--- config.mk ---
export PLATFORM = sky130hd
export DESIGN_NAME = permission_table_check_top
export DESIGN_NICKNAME = d
export VERILOG_FILES = /design/src/sv/ptc_pkg.sv /design/src/sv/ptc_ctrl.sv /design/src/sv/ptc_datapath.sv /design/src/sv/permission_table_check_top.sv
export SDC_FILE = /design/constraint.sdc
export NUM_CORES = 1
export LEC_CHECK = 0
export ABC_CLOCK_PERIOD_IN_PS = 5750
export BUFFER_PORTS_ARGS = -buffer_cell sky130_fd_sc_hd__buf_2
export CELL_PAD_IN_SITES_DETAIL_PLACEMENT = 2
export CELL_PAD_IN_SITES_GLOBAL_PLACEMENT = 2
export CORE_ASPECT_RATIO = 0.6
export CORE_MARGIN = 8
export CORE_UTILIZATION = 45
export DETAILED_ROUTE_END_ITERATION = 8
export PLACE_DENSITY = 0.79
export SYNTH_ARGS = -nofsm -noshare
export SYNTH_HDL_FRONTEND = slang
export SYNTH_SLANG_ARGS = --single-unit
--- constraint.sdc ---
create_clock -name clk -period 5.75 [get_ports clk]
set_input_delay 0.8625 -clock clk [delete_from_list [all_inputs] [get_ports clk]]
set_output_delay 0.8625 -clock clk [all_outputs]
set_load 0.005 [all_outputs]
--- src/sv/ptc_pkg.sv ---
`default_nettype none
// ----------------------------------------------------------------------------
// ptc_pkg: shared types and constants of the permission table check
// Request codes, register indexes, the table entry layout and the command and
// status groups between the controller and the datapath.
// ----------------------------------------------------------------------------
package ptc_pkg;

  localparam int unsigned ID_W    = 32;
  localparam int unsigned PERM_W  = 8;
  localparam int unsigned OP_W    = 2;
  localparam int unsigned CFG_A_W = 8;
  localparam int unsigned CFG_D_W = 32;

  localparam logic [OP_W-1:0] OP_CHECK  = 2'd0;
  localparam logic [OP_W-1:0] OP_GRANT  = 2'd1;
  localparam logic [OP_W-1:0] OP_REVOKE = 2'd2;

  localparam logic [CFG_A_W-1:0] REG_OWNER_ID   = 8'd0;
  localparam logic [CFG_A_W-1:0] REG_OTHER_PERM = 8'd1;

  localparam logic [ID_W-1:0] ROOT_ID = 32'd0;

  typedef struct packed {
    logic [ID_W-1:0]   client;
    logic [PERM_W-1:0] perm;
  } entry_t;

  typedef struct packed {
    logic start;
    logic scan;
    logic finish;
  } dp_cmd_t;

  typedef struct packed {
    logic hit;
    logic scan_end;
  } dp_sts_t;

endpackage
`default_nettype wire

--- src/sv/ptc_ctrl.sv ---
`default_nettype none
// ----------------------------------------------------------------------------
// ptc_ctrl: request sequencer of the permission table check
// Accepts a request, runs the table scan until a hit or the end of the stored
// entries, then finishes the request into the output register.
// ----------------------------------------------------------------------------
module ptc_ctrl (
  input  wire logic             clk,
  input  wire logic             rst,
  input  wire logic             in_valid,
  output logic                  in_ready,
  output logic                  out_valid,
  input  wire logic             out_ready,
  input  wire ptc_pkg::dp_sts_t sts,
  output ptc_pkg::dp_cmd_t      cmd
);
  import ptc_pkg::*;

  typedef enum logic [1:0] {
    S_IDLE,
    S_SCAN,
    S_FINISH
  } state_t;

  state_t state;
  logic   fin;

  assign fin        = (state == S_FINISH) && (!out_valid || out_ready);
  assign in_ready   = (state == S_IDLE);
  assign cmd.start  = (state == S_IDLE) && in_valid;
  assign cmd.scan   = (state == S_SCAN);
  assign cmd.finish = fin;

  always_ff @(posedge clk) begin
    if (rst) begin
      state     <= S_IDLE;
      out_valid <= 1'b0;
    end else begin
      if (out_valid && out_ready) begin
        out_valid <= 1'b0;
      end
      unique case (state)
        S_IDLE: begin
          if (in_valid) begin
            state <= S_SCAN;
          end
        end
        S_SCAN: begin
          if (sts.hit || sts.scan_end) begin
            state <= S_FINISH;
          end
        end
        S_FINISH: begin
          if (fin) begin
            out_valid <= 1'b1;
            state     <= S_IDLE;
          end
        end
        default: state <= S_IDLE;
      endcase
    end
  end

endmodule
`default_nettype wire

--- src/sv/ptc_datapath.sv ---
`default_nettype none
// ----------------------------------------------------------------------------
// ptc_datapath: client table, configuration and result logic
// Holds the client memory with its fill count, scans it one entry per cycle
// and computes the answer and the table update of the captured request.
// ----------------------------------------------------------------------------
module ptc_datapath #(
  parameter int unsigned TABLE_ENTRIES = 16
) (
  input  wire logic                           clk,
  input  wire logic                           rst,
  input  wire logic [ptc_pkg::OP_W-1:0]       opcode,
  input  wire logic [ptc_pkg::ID_W-1:0]       client_id,
  input  wire logic [ptc_pkg::PERM_W-1:0]     perm_mask,
  input  wire logic                           cfg_we,
  input  wire logic [ptc_pkg::CFG_A_W-1:0]    cfg_index,
  input  wire logic [ptc_pkg::CFG_D_W-1:0]    cfg_data,
  input  wire ptc_pkg::dp_cmd_t               cmd,
  output ptc_pkg::dp_sts_t                    sts,
  output logic                                granted,
  output logic                                table_full
);
  import ptc_pkg::*;

  localparam int unsigned AW = (TABLE_ENTRIES > 1) ? $clog2(TABLE_ENTRIES) : 1;
  localparam int unsigned CW = $clog2(TABLE_ENTRIES + 1);
  localparam logic [CW-1:0] DEPTH = CW'(TABLE_ENTRIES);

  entry_t mem [TABLE_ENTRIES];

  logic [ID_W-1:0]   owner_id;
  logic [PERM_W-1:0] other_perm;
  logic [OP_W-1:0]   req_op;
  logic [ID_W-1:0]   req_cid;
  logic [PERM_W-1:0] req_mask;
  logic [CW-1:0]     cnt;
  logic [CW-1:0]     scan_ptr;
  logic              rd_vld;
  logic [AW-1:0]     rd_addr;
  entry_t            rd_data;
  logic              found;
  logic [AW-1:0]     found_slot;
  logic [PERM_W-1:0] found_perm;

  logic              issue_ok;
  logic [PERM_W-1:0] base_perm;
  logic [PERM_W-1:0] perm_next;
  logic              granted_next;
  logic              full_next;
  logic              wr_en;
  logic              alloc;
  logic [AW-1:0]     wr_addr;

  assign issue_ok     = (scan_ptr < cnt);
  assign sts.hit      = rd_vld && (rd_data.client == req_cid);
  assign sts.scan_end = !rd_vld && !issue_ok;

  assign base_perm = found ? found_perm : other_perm;
  assign perm_next = (req_op == OP_GRANT) ? (base_perm | req_mask)
                                          : (base_perm & ~req_mask);

  always_comb begin
    granted_next = 1'b0;
    full_next    = 1'b0;
    wr_en        = 1'b0;
    alloc        = 1'b0;
    wr_addr      = found_slot;
    unique case (req_op)
      OP_CHECK: begin
        granted_next = (req_cid == ROOT_ID) || (req_cid == owner_id) ||
                       ((base_perm & req_mask) != '0);
      end
      OP_GRANT, OP_REVOKE: begin
        if (req_cid == owner_id) begin
          granted_next = (req_op == OP_GRANT);
        end else if (found) begin
          wr_en        = cmd.finish;
          granted_next = 1'b1;
        end else if (cnt < DEPTH) begin
          wr_en        = cmd.finish;
          alloc        = 1'b1;
          wr_addr      = cnt[AW-1:0];
          granted_next = 1'b1;
        end else begin
          full_next = 1'b1;
        end
      end
      default: ;
    endcase
  end

  always_ff @(posedge clk) begin
    if (cmd.scan && issue_ok) begin
      rd_data <= mem[scan_ptr[AW-1:0]];
    end
    if (wr_en) begin
      mem[wr_addr] <= '{client: req_cid, perm: perm_next};
    end
  end

  always_ff @(posedge clk) begin
    if (rst) begin
      owner_id   <= '0;
      other_perm <= '0;
      cnt        <= '0;
      scan_ptr   <= '0;
      rd_vld     <= 1'b0;
      found      <= 1'b0;
    end else begin
      if (cfg_we) begin
        if (cfg_index == REG_OWNER_ID) begin
          owner_id <= cfg_data[ID_W-1:0];
        end else if (cfg_index == REG_OTHER_PERM) begin
          other_perm <= cfg_data[PERM_W-1:0];
        end
      end
      if (cmd.start) begin
        req_op   <= opcode;
        req_cid  <= client_id;
        req_mask <= perm_mask;
        scan_ptr <= '0;
        rd_vld   <= 1'b0;
        found    <= 1'b0;
      end
      if (cmd.scan) begin
        rd_vld  <= issue_ok;
        rd_addr <= scan_ptr[AW-1:0];
        if (issue_ok) begin
          scan_ptr <= scan_ptr + CW'(1);
        end
        if (sts.hit) begin
          found      <= 1'b1;
          found_slot <= rd_addr;
          found_perm <= rd_data.perm;
        end
      end
      if (cmd.finish) begin
        granted    <= granted_next;
        table_full <= full_next;
        if (alloc) begin
          cnt <= cnt + CW'(1);
        end
      end
    end
  end

endmodule
`default_nettype wire

--- src/sv/permission_table_check_top.sv ---
`default_nettype none
// ----------------------------------------------------------------------------
// permission_table_check_top: per-client permission table
// Answers check, grant and revoke requests against a table of clients.
//
//   Channel   Handshake              Payload
//   input     in_valid / in_ready    opcode, client_id, perm_mask
//   output    out_valid / out_ready  granted, table_full
//   config    cfg_valid / cfg_ready  cfg_index, cfg_data
//
// A request passes the accept, scan and finish steps before the next accept;
// the scan stops at the first stored client that hits or after the last one,
// and the client memory is read one entry per cycle.
// Reset clears the fill count, the config registers and the control state; the
// memory needs no clearing pass. A result waits in the output register while
// the next request is taken, and a stalled output only holds the finish step.
// ----------------------------------------------------------------------------
module permission_table_check_top #(
  parameter int unsigned TABLE_ENTRIES = 16
) (
  input  wire logic                        clk,
  input  wire logic                        rst,
  input  wire logic                        in_valid,
  output logic                             in_ready,
  input  wire logic [ptc_pkg::OP_W-1:0]    opcode,
  input  wire logic [ptc_pkg::ID_W-1:0]    client_id,
  input  wire logic [ptc_pkg::PERM_W-1:0]  perm_mask,
  output logic                             out_valid,
  input  wire logic                        out_ready,
  output logic                             granted,
  output logic                             table_full,
  input  wire logic                        cfg_valid,
  output logic                             cfg_ready,
  input  wire logic [ptc_pkg::CFG_A_W-1:0] cfg_index,
  input  wire logic [ptc_pkg::CFG_D_W-1:0] cfg_data
);
  import ptc_pkg::*;

  dp_cmd_t cmd;
  dp_sts_t sts;

  assign cfg_ready = 1'b1;

  ptc_ctrl u_ctrl (
    .clk       (clk),
    .rst       (rst),
    .in_valid  (in_valid),
    .in_ready  (in_ready),
    .out_valid (out_valid),
    .out_ready (out_ready),
    .sts       (sts),
    .cmd       (cmd)
  );

  ptc_datapath #(
    .TABLE_ENTRIES (TABLE_ENTRIES)
  ) u_datapath (
    .clk        (clk),
    .rst        (rst),
    .opcode     (opcode),
    .client_id  (client_id),
    .perm_mask  (perm_mask),
    .cfg_we     (cfg_valid),
    .cfg_index  (cfg_index),
    .cfg_data   (cfg_data),
    .cmd        (cmd),
    .sts        (sts),
    .granted    (granted),
    .table_full (table_full)
  );

endmodule
`default_nettype wire
Word-level counts from Yosys, hierarchy flattened --
Memories as Yosys holds them, arrays and structs flattened. A register that Yosys moved wholly into a read port is not among the register bits. Index checks and enable logic that the tools add are counted.
Operators by class: $add $sub $neg 2, $mul 0, divide/modulo/power cells 0, magnitude comparators 2, eq/ne operators 10, shift-type cells 0, mux-type cells 35, bitwise logic cells 7, reduce and logical (&&, ||, !) cells 29
Operators by type and width (count):
- $eq 32x32->1 | 2
- $logic_not 32->1 | 1
- $mux 1 | 21
- $and 8x8->8 | 2
- $mux 4 | 4
- $mux 8 | 2
- $mux 5 | 3
- $add 5x1->5 const B | 2
- $reduce_and 2->1 | 5
- $reduce_and 3->1 | 3
- $eq 8x1->1 const B | 1
- $logic_not 8->1 | 1
- $not 8->8 | 1
- $or 8x8->8 | 1
- $reduce_bool 8->1 | 1
- $logic_and 1x1->1 | 6
- $mux 2 | 3
- $pmux 2 s3 | 1
- $lt 5x5->1 | 1
- $lt 5x5->1 const B | 1
- $eq 2x1->1 const B | 2
- $eq 2x2->1 const B | 2
- $logic_not 2->1 | 2
- $logic_or 1x1->1 | 4
- 8 further kinds | 13
Storage, ports and cells: register bits after elaboration 115, latch bits 0, memory bits (writable) 640, memory bits (read-only) 0, output and inout bits 5, word-level logic and storage cells 102, memories kept 1
Memory list:
- u_datapath.mem | words 16, width 40, read ports 1, clocked after Yosys merged registers in 1, wr ports 1, line ptc_datapath.sv:29 | entry_t mem [TABLE_ENTRIES];

Longest topological paths before layout --
Gate-level depths: netlist (run 1).
depth in word-level cells 9, gate-level depth with buffers 8, depth with buffers taken out 8

By module --
From an unflattened synthesis (run 1), not the netlist that was laid out.
Unflattened totals: cell total of the unflattened synthesis 1428, area, all modules 30621.9 um2
By module, submodules not included:
- ptc_datapath | times used 1, cells an instance 1409, area each 30450.5 um2, sequential area each 23262.3 um2
- ptc_ctrl | times used 1, cells an instance 17, area each 160.2 um2, sequential area each 60.1 um2
- permission_table_check_top | times used 1, cells an instance 2, area each 11.3 um2, sequential area each 0.0 um2

Worst setup path before layout (run 1) --
No wires, ideal clock.
path kind reg2reg, start register u_datapath.req_cid[28], end memory u_datapath.mem[11][0] (netlist bit), enable pin, library setup time 437 ps, data arrival time 3671 ps, data required time 5313 ps, setup slack 1641 ps, stages on the path, launching flop included 7, path buffers 0, cell sequence edfxtp_1 xor2_1 nor4_2 nand4_4 o21ai_4 mux2_2 nor2_1
On the way: cells in the longest elaborated chain, start to end 5
RTL lines:
- start, declared | line ptc_datapath.sv:34 | logic [ID_W-1:0] req_cid;
- start signal, assigned | line ptc_datapath.sv:119 | req_cid <= client_id;
- $eq 32x32->1 (*) | line ptc_datapath.sv:74 | if (req_cid == owner_id) begin
- $mux 1 | line ptc_datapath.sv:74
- $mux 1 | line ptc_datapath.sv:68 | unique case (req_op)
- $mux 1 | line ptc_datapath.sv:96 | if (wr_en) begin
- $mux 1 (implied by the code) | line ptc_datapath.sv:97 | mem[wr_addr] <= '{client: req_cid, perm: perm_next};
- end, declared | line ptc_datapath.sv:29
Mark *: on every way between the ends. The rest lies on a longest branch, timed or not.

Final worst setup path (run 1) --
start register u_datapath.req_cid[24], end memory u_datapath.mem[14][0] (netlist bit), enable pin
The elaborated chain is that of the path after synthesis.

==> reports/qor.yml, run 1 <==
worst_slew_margin_rel: 0.263
synth_top_family_by_area: "multiplexers"
grt_max_degree: 75
synthAdderAreaFrac: 0.00369
final_nets: 1659
hold_violations: 0
postCtsSetupBuffers: 0
cts_resized: 0
die_area_sq_um: 76700
synth_mux_area_frac: 0.158
yosys.cell_count.top_type: "edfxtp_1"
antenna_found_initial: 4
gr-usage-all-layers: 0.254
post_drt_wl_per_cell_microns: 39.1
crit_type: "reg2reg"
async_reset_ff_frac: 0
insertion_delay_ns: 0.63
syn_inst: 1414
gp_congestion: 0.814
detail-route-antenna-nets: 0
rsz0062_at_grt: "no"
maxCapViolCount: 0
start_util: 0.452
r2r-end: "u_datapath.mem[14][0]"
status: "completed"
drt_wl_total_mm: 98.8
syn2layout_area_growth_pct: 13.4
vdd_drop_max_v: 0.000238
rows: 74
worstReg2RegStart: "u_datapath.req_cid[24]"
via_per_inst: 6.27
vias: 15900
grt_pass1_vias: 16900
met3_usage: 0.0474
min_to: "u_datapath.req_cid[1]"
fmax_mhz: 217
drt-initial-drc-count: 1959
synth_commonest_cells: "740 x edfxtp_1, 200 x mux4_2, 71 x nand2_1"
cp.required_ns: 6.01
cts_root_buffer: "clkbuf_16"
io_buffers: 90
hold_buffers: 0
ys_types: 53
tightest_slew_ns: 1.11
dp_hpwl_mm: 61.9
synth_top_area_share: 0.728
htreeDepth: 3
drv_slew: 0
die_h_microns: 218
dr.pass1.iters: 8
synth_nets: 1510
timing.reg2reg.setup_slack_ns: 1.13
ys_top_cells_by_area: "edfxtp_1 73%, mux4_2 15%, dfxtp_1 3.6%, xor2_1 1.1%, nand2_1 0.87%"
ys.flop_type: "edfxtp_1"
powerDensity_nw_per_um2: 328
crit_path_start_kind: "flip-flop"
ys_ff_latch: 795
tns_ns: 0
die_w_microns: 352
holdCritPathClass: "in2reg"
worstPathMaxFanout: 21
period_minus_slack_ns: 4.62
dp_cells: 2400
post-synth-top-area-cell: "edfxtp_1"
cts-buffers-inserted: 73
grt_pass1_wl_mm: 137
avgSynthCellArea_sq_um: 21.6
yosysWarnings: 0
use_met1: 0.355
grt-busiest-layer: "met2"
clk_path_buf_depth: 3
grt_util_met2: 0.418
synth-xor-area-share: 0.0189
hold_start: "client_id[1]"
drive_gt1_frac: 0.303
drc: 0
worstPathArrival_ns: 4.87
synth_compound_area_frac: 0.0150
power.leakage_nw: 10.7
instances_no_fill: 2530
seq_area_frac_synth: 0.764
io_pins: 92
setup_viol: 0
synth_simple_gate_area_frac: 0.0284
end_kind: "flip-flop"
coreArea_sq_um: 67600
synth-edff-count: 740
tritoncts: "yes"
clk_pin_slew_ns: 0.07
timing.final.crit_share: 0.803
gr-total-overflow: 0
r2r_cells: 7
syn_area_sq_um: 30500
min_delay_path_depth: 1
finalPower_mw: 11.3
cts_sinks: 795
skew_ns: 0.0287
metrics by stage:
stage	setup slack [ns]	utilization	instance area [sq um]	hold slack, ns
floorplan	1.64	-	30500	0.400
global route	1.07	0.512	34600	0.389
finish	1.13	0.512	34600	0.411
detailed placement	1.28	0.479	32300	0.411
global placement	1.86	0.479	32300	0.404
CTS	1.18	0.512	34600	0.383
cells by family (layout without fill, tap and decap cells):
kind of cell | count (synthesis) | in the layout
xor+xnor | 66 | 66
buf+inv | 72 | 275
other cells | 1 | 2
simple gates | 171 | 171
flops | 795 | 795
fa+ha+maj | 9 | 9
compound gates | 70 | 70
mux | 230 | 230
flip-flops by register name (all words and copies together) (netlist names), 4 cells and up:
register	count
u_datapath.mem	640
u_datapath.rd_data	40
u_datapath.owner_id	32
u_datapath.req_cid	32
u_datapath.found_perm	8
u_datapath.other_perm	8
u_datapath.req_mask	8
u_datapath.cnt	5
u_datapath.scan_ptr	5
u_datapath.found_slot	4
u_datapath.rd_addr	4
cell type report:
class | count | area (sq um)
well taps | 912 | 1140
fillers | 5813 | 33000
diodes | 1 | 2.50
multi-input cells | 547 | 6980
clock buffers | 98 | 2060
flip-flops and latches | 795 | 23300
repair buffers | 135 | 851
clock inverters | 31 | 209
inverters | 11 | 42.5
metal layers:
metal,routed length (microns),vias up,share of wire
met5,7,-,0.000071
met3,7460,142,0.075
met2,47800,874,0.48
li1,-,6124,-
met1,41300,8723,0.42
met4,2340,2,0.024
critical path: stages (launching register included):
cell and delay (ns):
edfxtp_1 0.94, xor2_1 0.25, nor4_2 0.47, nand4_2 0.45
o21ai_4 0.38, mux2i_1 0.33, nor2_4 0.80, buf_4 0.56
where the power goes:
| group | switching [mW] | internal [mW] |
|---|---|---|
| registers | 0.0551 | 6.32 |
| clock network | 2.16 | 2.60 |
| logic | 0.148 | 0.0661 |
| total | 2.36 | 8.99 |
worst max path at each step:
| stage | slack, ns | start | endpoint | depth (start not counted) |
|---|---|---|---|---|
| 2_1_floorplan | 1.64 | u_datapath.req_cid[28] | u_datapath.mem[11][0] | 6 |
| 3_3_place_gp | 1.86 | u_datapath.req_cid[19] | u_datapath.mem[12][33] | 7 |
| 3_5_place_dp | 1.28 | u_datapath.req_cid[24] | u_datapath.mem[12][33] | 7 |
| 4_1_cts | 1.18 | u_datapath.req_cid[24] | u_datapath.mem[12][33] | 7 |
| 5_1_grt | 1.07 | u_datapath.req_cid[24] | u_datapath.mem[14][33] | 7 |
| 6_report | 1.13 | u_datapath.req_cid[24] | u_datapath.mem[14][0] | 7 |
cell usage in the layout, fill, tap and decap left out, types with 11 or more instances in the layout:
cell,synthesis,final
edfxtp_1,740,740
mux4_2,200,200
buf_2,13,90
clkbuf_16,0,77
nand2_1,71,71
dfxtp_1,55,51
a21oi_1,41,41
buf_4,1,40
xor2_1,38,38
xnor2_1,28,28
nor2_1,39,21
nor2_4,0,17
clkinv_1,0,16
clkbuf_1,31,16
mux2_2,15,15
mux2i_1,12,12
nor4_1,11,11
nand4_1,11,11
No activity file was read; power rests on OpenSTA's default activity.
==> run 2: changes to the inputs <==
--- a/config.mk
+++ b/config.mk
@@ -5,7 +5,7 @@
 export SDC_FILE = /design/constraint.sdc
 export NUM_CORES = 1
 export LEC_CHECK = 0
-export ABC_CLOCK_PERIOD_IN_PS = 5750
+export ABC_CLOCK_PERIOD_IN_PS = 4050
 export BUFFER_PORTS_ARGS = -buffer_cell sky130_fd_sc_hd__buf_2
 export CELL_PAD_IN_SITES_DETAIL_PLACEMENT = 2
 export CELL_PAD_IN_SITES_GLOBAL_PLACEMENT = 2
@@ -13,7 +13,7 @@
 export CORE_MARGIN = 8
 export CORE_UTILIZATION = 45
 export DETAILED_ROUTE_END_ITERATION = 8
-export PLACE_DENSITY = 0.79
+export PLACE_DENSITY = 0.82
 export SYNTH_ARGS = -nofsm -noshare
 export SYNTH_HDL_FRONTEND = slang
 export SYNTH_SLANG_ARGS = --single-unit
==> constraint.sdc (replaced) <==
create_clock -name clk -period 4.05 [get_ports clk]
set_input_delay 0.6075 -clock clk [delete_from_list [all_inputs] [get_ports clk]]
set_output_delay 0.6075 -clock clk [all_outputs]
set_load 0.005 [all_outputs]
==> run 2 against run 1 <==
  * Sequential power up 41%
  * Design area increased by 1.1%
  * Flip-flop and latch count is the same
  * Largest power group unchanged
  * Highest routed layer unchanged
==> reports/qor.yml, run 2 (synthesized netlist as in run 1, its figures left out) <==
status: "completed"
largest_register: "u_datapath.mem"
worstPathMaxFanout: 24  # +14%
skew_ns: 0.0247  # -0.00393 ns
dp_hpwl_mm: 61.1  # -1.3%
gr-usage-all-layers: 0.254  # -0.000566
fillers: 5823  # +0.17%
fin_ws_ns: 0.0722  # -1.06 ns
holdCritPathClass: "in2reg"
rows: 74  # unchanged
min_delay_path_depth: 1  # unchanged
timing.final.crit_share: 0.982  # +0.179
placedInstanceArea_sq_um: 32700  # +1.0%
largestRegisters: "u_datapath.mem (640), u_datapath.rd_data (40)"
final_nets: 1685  # +1.6%
rsz0062_at_grt: "no"
insertion_delay_ns: 0.63  # about the same
die_w_microns: 352  # unchanged
r2r_cells: 7  # unchanged
critPathTopFamily: "simple AND/OR/NAND/NOR gates"
hold_start: "perm_mask[0]"
path_cells: "xor2_1 > nor4_2 > nand4_4 > o21ai_4 > mux2i_1 > nor2_4 > buf_12"
drv_slew: 0  # unchanged
worstPathArrival_ns: 4.34  # -0.53 ns
min_to: "u_datapath.req_mask[0]"
final_common_cell: "edfxtp_1"
vdd_drop_max_v: 0.000366  # +54%
slowest_delay_ns: 0.92  # -0.02 ns
htreeDepth: 3  # unchanged
cpMaxStageDelayCell: "edfxtp_1"
setup_viol: 0  # unchanged
drive_gt1_frac: 0.314  # +0.0113
die_h_microns: 218  # unchanged
end_kind: "flip-flop"
period_minus_slack_ns: 3.98  # -0.638 ns
maxCapViolCount: 0  # unchanged
worstReg2RegStart: "u_datapath.req_cid[5]"
tritoncts: "yes"
largest_reg_flops: 640  # unchanged
timing.reg2reg.setup_slack_ns: 0.07  # -1.06 ns
dr.pass1.iters: 5  # -3
cts-buffers-inserted: 75  # +2.7%
hold_buffers: 0  # unchanged
crit_type: "reg2reg"
syn2layout_area_growth_pct: 14.7
whs_ns: 0.154  # -0.257 ns
grt_max_degree: 95  # +27%
start_util: 0.452  # unchanged
detail-route-antenna-nets: 0  # unchanged
hold_violations: 0  # unchanged
antenna_found_initial: 5  # +1
crit_path_start_kind: "flip-flop"
coreArea_sq_um: 67600  # unchanged
cp.required_ns: 4.41  # -1.60 ns
cts_root_buffer: "clkbuf_16"
cts_sinks: 795  # unchanged
drc: 0  # unchanged
clk_pin_slew_ns: 0.06  # about the same
clk_path_buf_depth: 3  # unchanged
r2r-end: "u_datapath.mem[1][37]"
power.leakage_nw: 10.9  # +1.6%
via_per_inst: 6.19  # -1.4%
worst_slew_margin_rel: 0.320  # +0.0566
post_drt_wl_per_cell_microns: 38.2  # -2.3%
gp_congestion: 0.806  # -1.0%
mostFrequentLayoutCells: "740 x edfxtp_1, 200 x mux4_2, 90 x buf_2"
io_buffers: 90  # unchanged
cp.buffers_inverters: 1  # unchanged
drt_wl_total_mm: 97.6  # -1.2%
antenna_cells: 0  # -1
vias: 15800  # -0.30%
grt_pass1_wl_mm: 136  # -0.82%
dpl_worst_slack_ns: 0.171  # -1.11 ns
gr-total-overflow: 0  # unchanged
grt_pass1_vias: 17200  # +1.4%
die_area_sq_um: 76700  # unchanged
powerDensity_nw_per_um2: 465  # +42%
tightest_slew_ns: 0.992  # -0.113 ns
drt-initial-drc-count: 2014  # +2.8%
design_area_sq_um: 35000  # +1.1%
io_pins: 92  # unchanged
fmax_mhz: 251  # +16%
run 2: cell count changes in the layout (fill, tap and decap cells not counted), moves of 2 or more:
cell,delta
clkinv_2,-3
clkbuf_8,+5
buf_4,+12
buf_12,+12
clkinv_1,-8
clkbuf_1,+10
inv_6,+2
run 2: timing repair:
action / 4_1_cts / 5_1_grt
gates resized for setup: 0 / 1
setup buffers: 0 / 0
endpoints found under the setup margin: 0 / 23
run 2: through the flow:
step / power [mW] / util / setup TNS [ns] / cells
2_1_floorplan: 9.31 / - / -9.39 / 1414
3_3_place_gp: 9.49 / 0.483 / 0 / 2424
3_5_place_dp: 9.53 / 0.483 / 0 / 2424
4_1_cts: 16.4 / 0.518 / 0 / 2557
5_1_grt: 16.6 / 0.518 / 0 / 2557
6_report: 16.3 / 0.518 / 0 / 2557
run 2: worst max-delay path by stage:
| stage | from | end | slack, ns | cells after the start |
|---|---|---|---|---|
| floorplan | u_datapath.req_cid[28] | u_datapath.mem[15][0] | -0.06 | 6 |
| global placement | u_datapath.req_cid[5] | u_datapath.mem[0][39] | 0.49 | 7 |
| detailed placement | u_datapath.req_cid[5] | u_datapath.mem[2][31] | 0.17 | 7 |
| CTS | u_datapath.req_cid[5] | u_datapath.mem[2][36] | 0.13 | 7 |
| global route | u_datapath.req_cid[5] | u_datapath.mem[1][37] | 0.004 | 7 |
| finish | u_datapath.req_cid[5] | u_datapath.mem[1][37] | 0.07 | 7 |
run 2: power by group:
group / total [mW] / internal (mW) / switching, mW
combinational: 0.353 / 0.105 / 0.247
clock: 6.91 / 3.82 / 3.10
sequential: 9.00 / 8.97 / 0.0349
run 2: cell type report:
class	count	area, sq um	share of cell area
Clock inverter	20	154	0.00440
Multi-Input combinational cell	547	6980	0.200
Clock buffer	113	2160	0.0618
Timing Repair Buffer	159	1180	0.0337
Inverter	11	41.3	0.00118
Tap cell	912	1140	0.0326
Sequential cell	795	23300	0.667
run 2: metal layers:
metal / up-vias / global-route usage / part of all wire
li1: 6184 / - / -
met1: 8742 / 0.342 / 0.41
met2: 745 / 0.418 / 0.49
met3: 140 / 0.0636 / 0.081
met4: 6 / 0.0632 / 0.023
met5: - / 0 / 0.00040
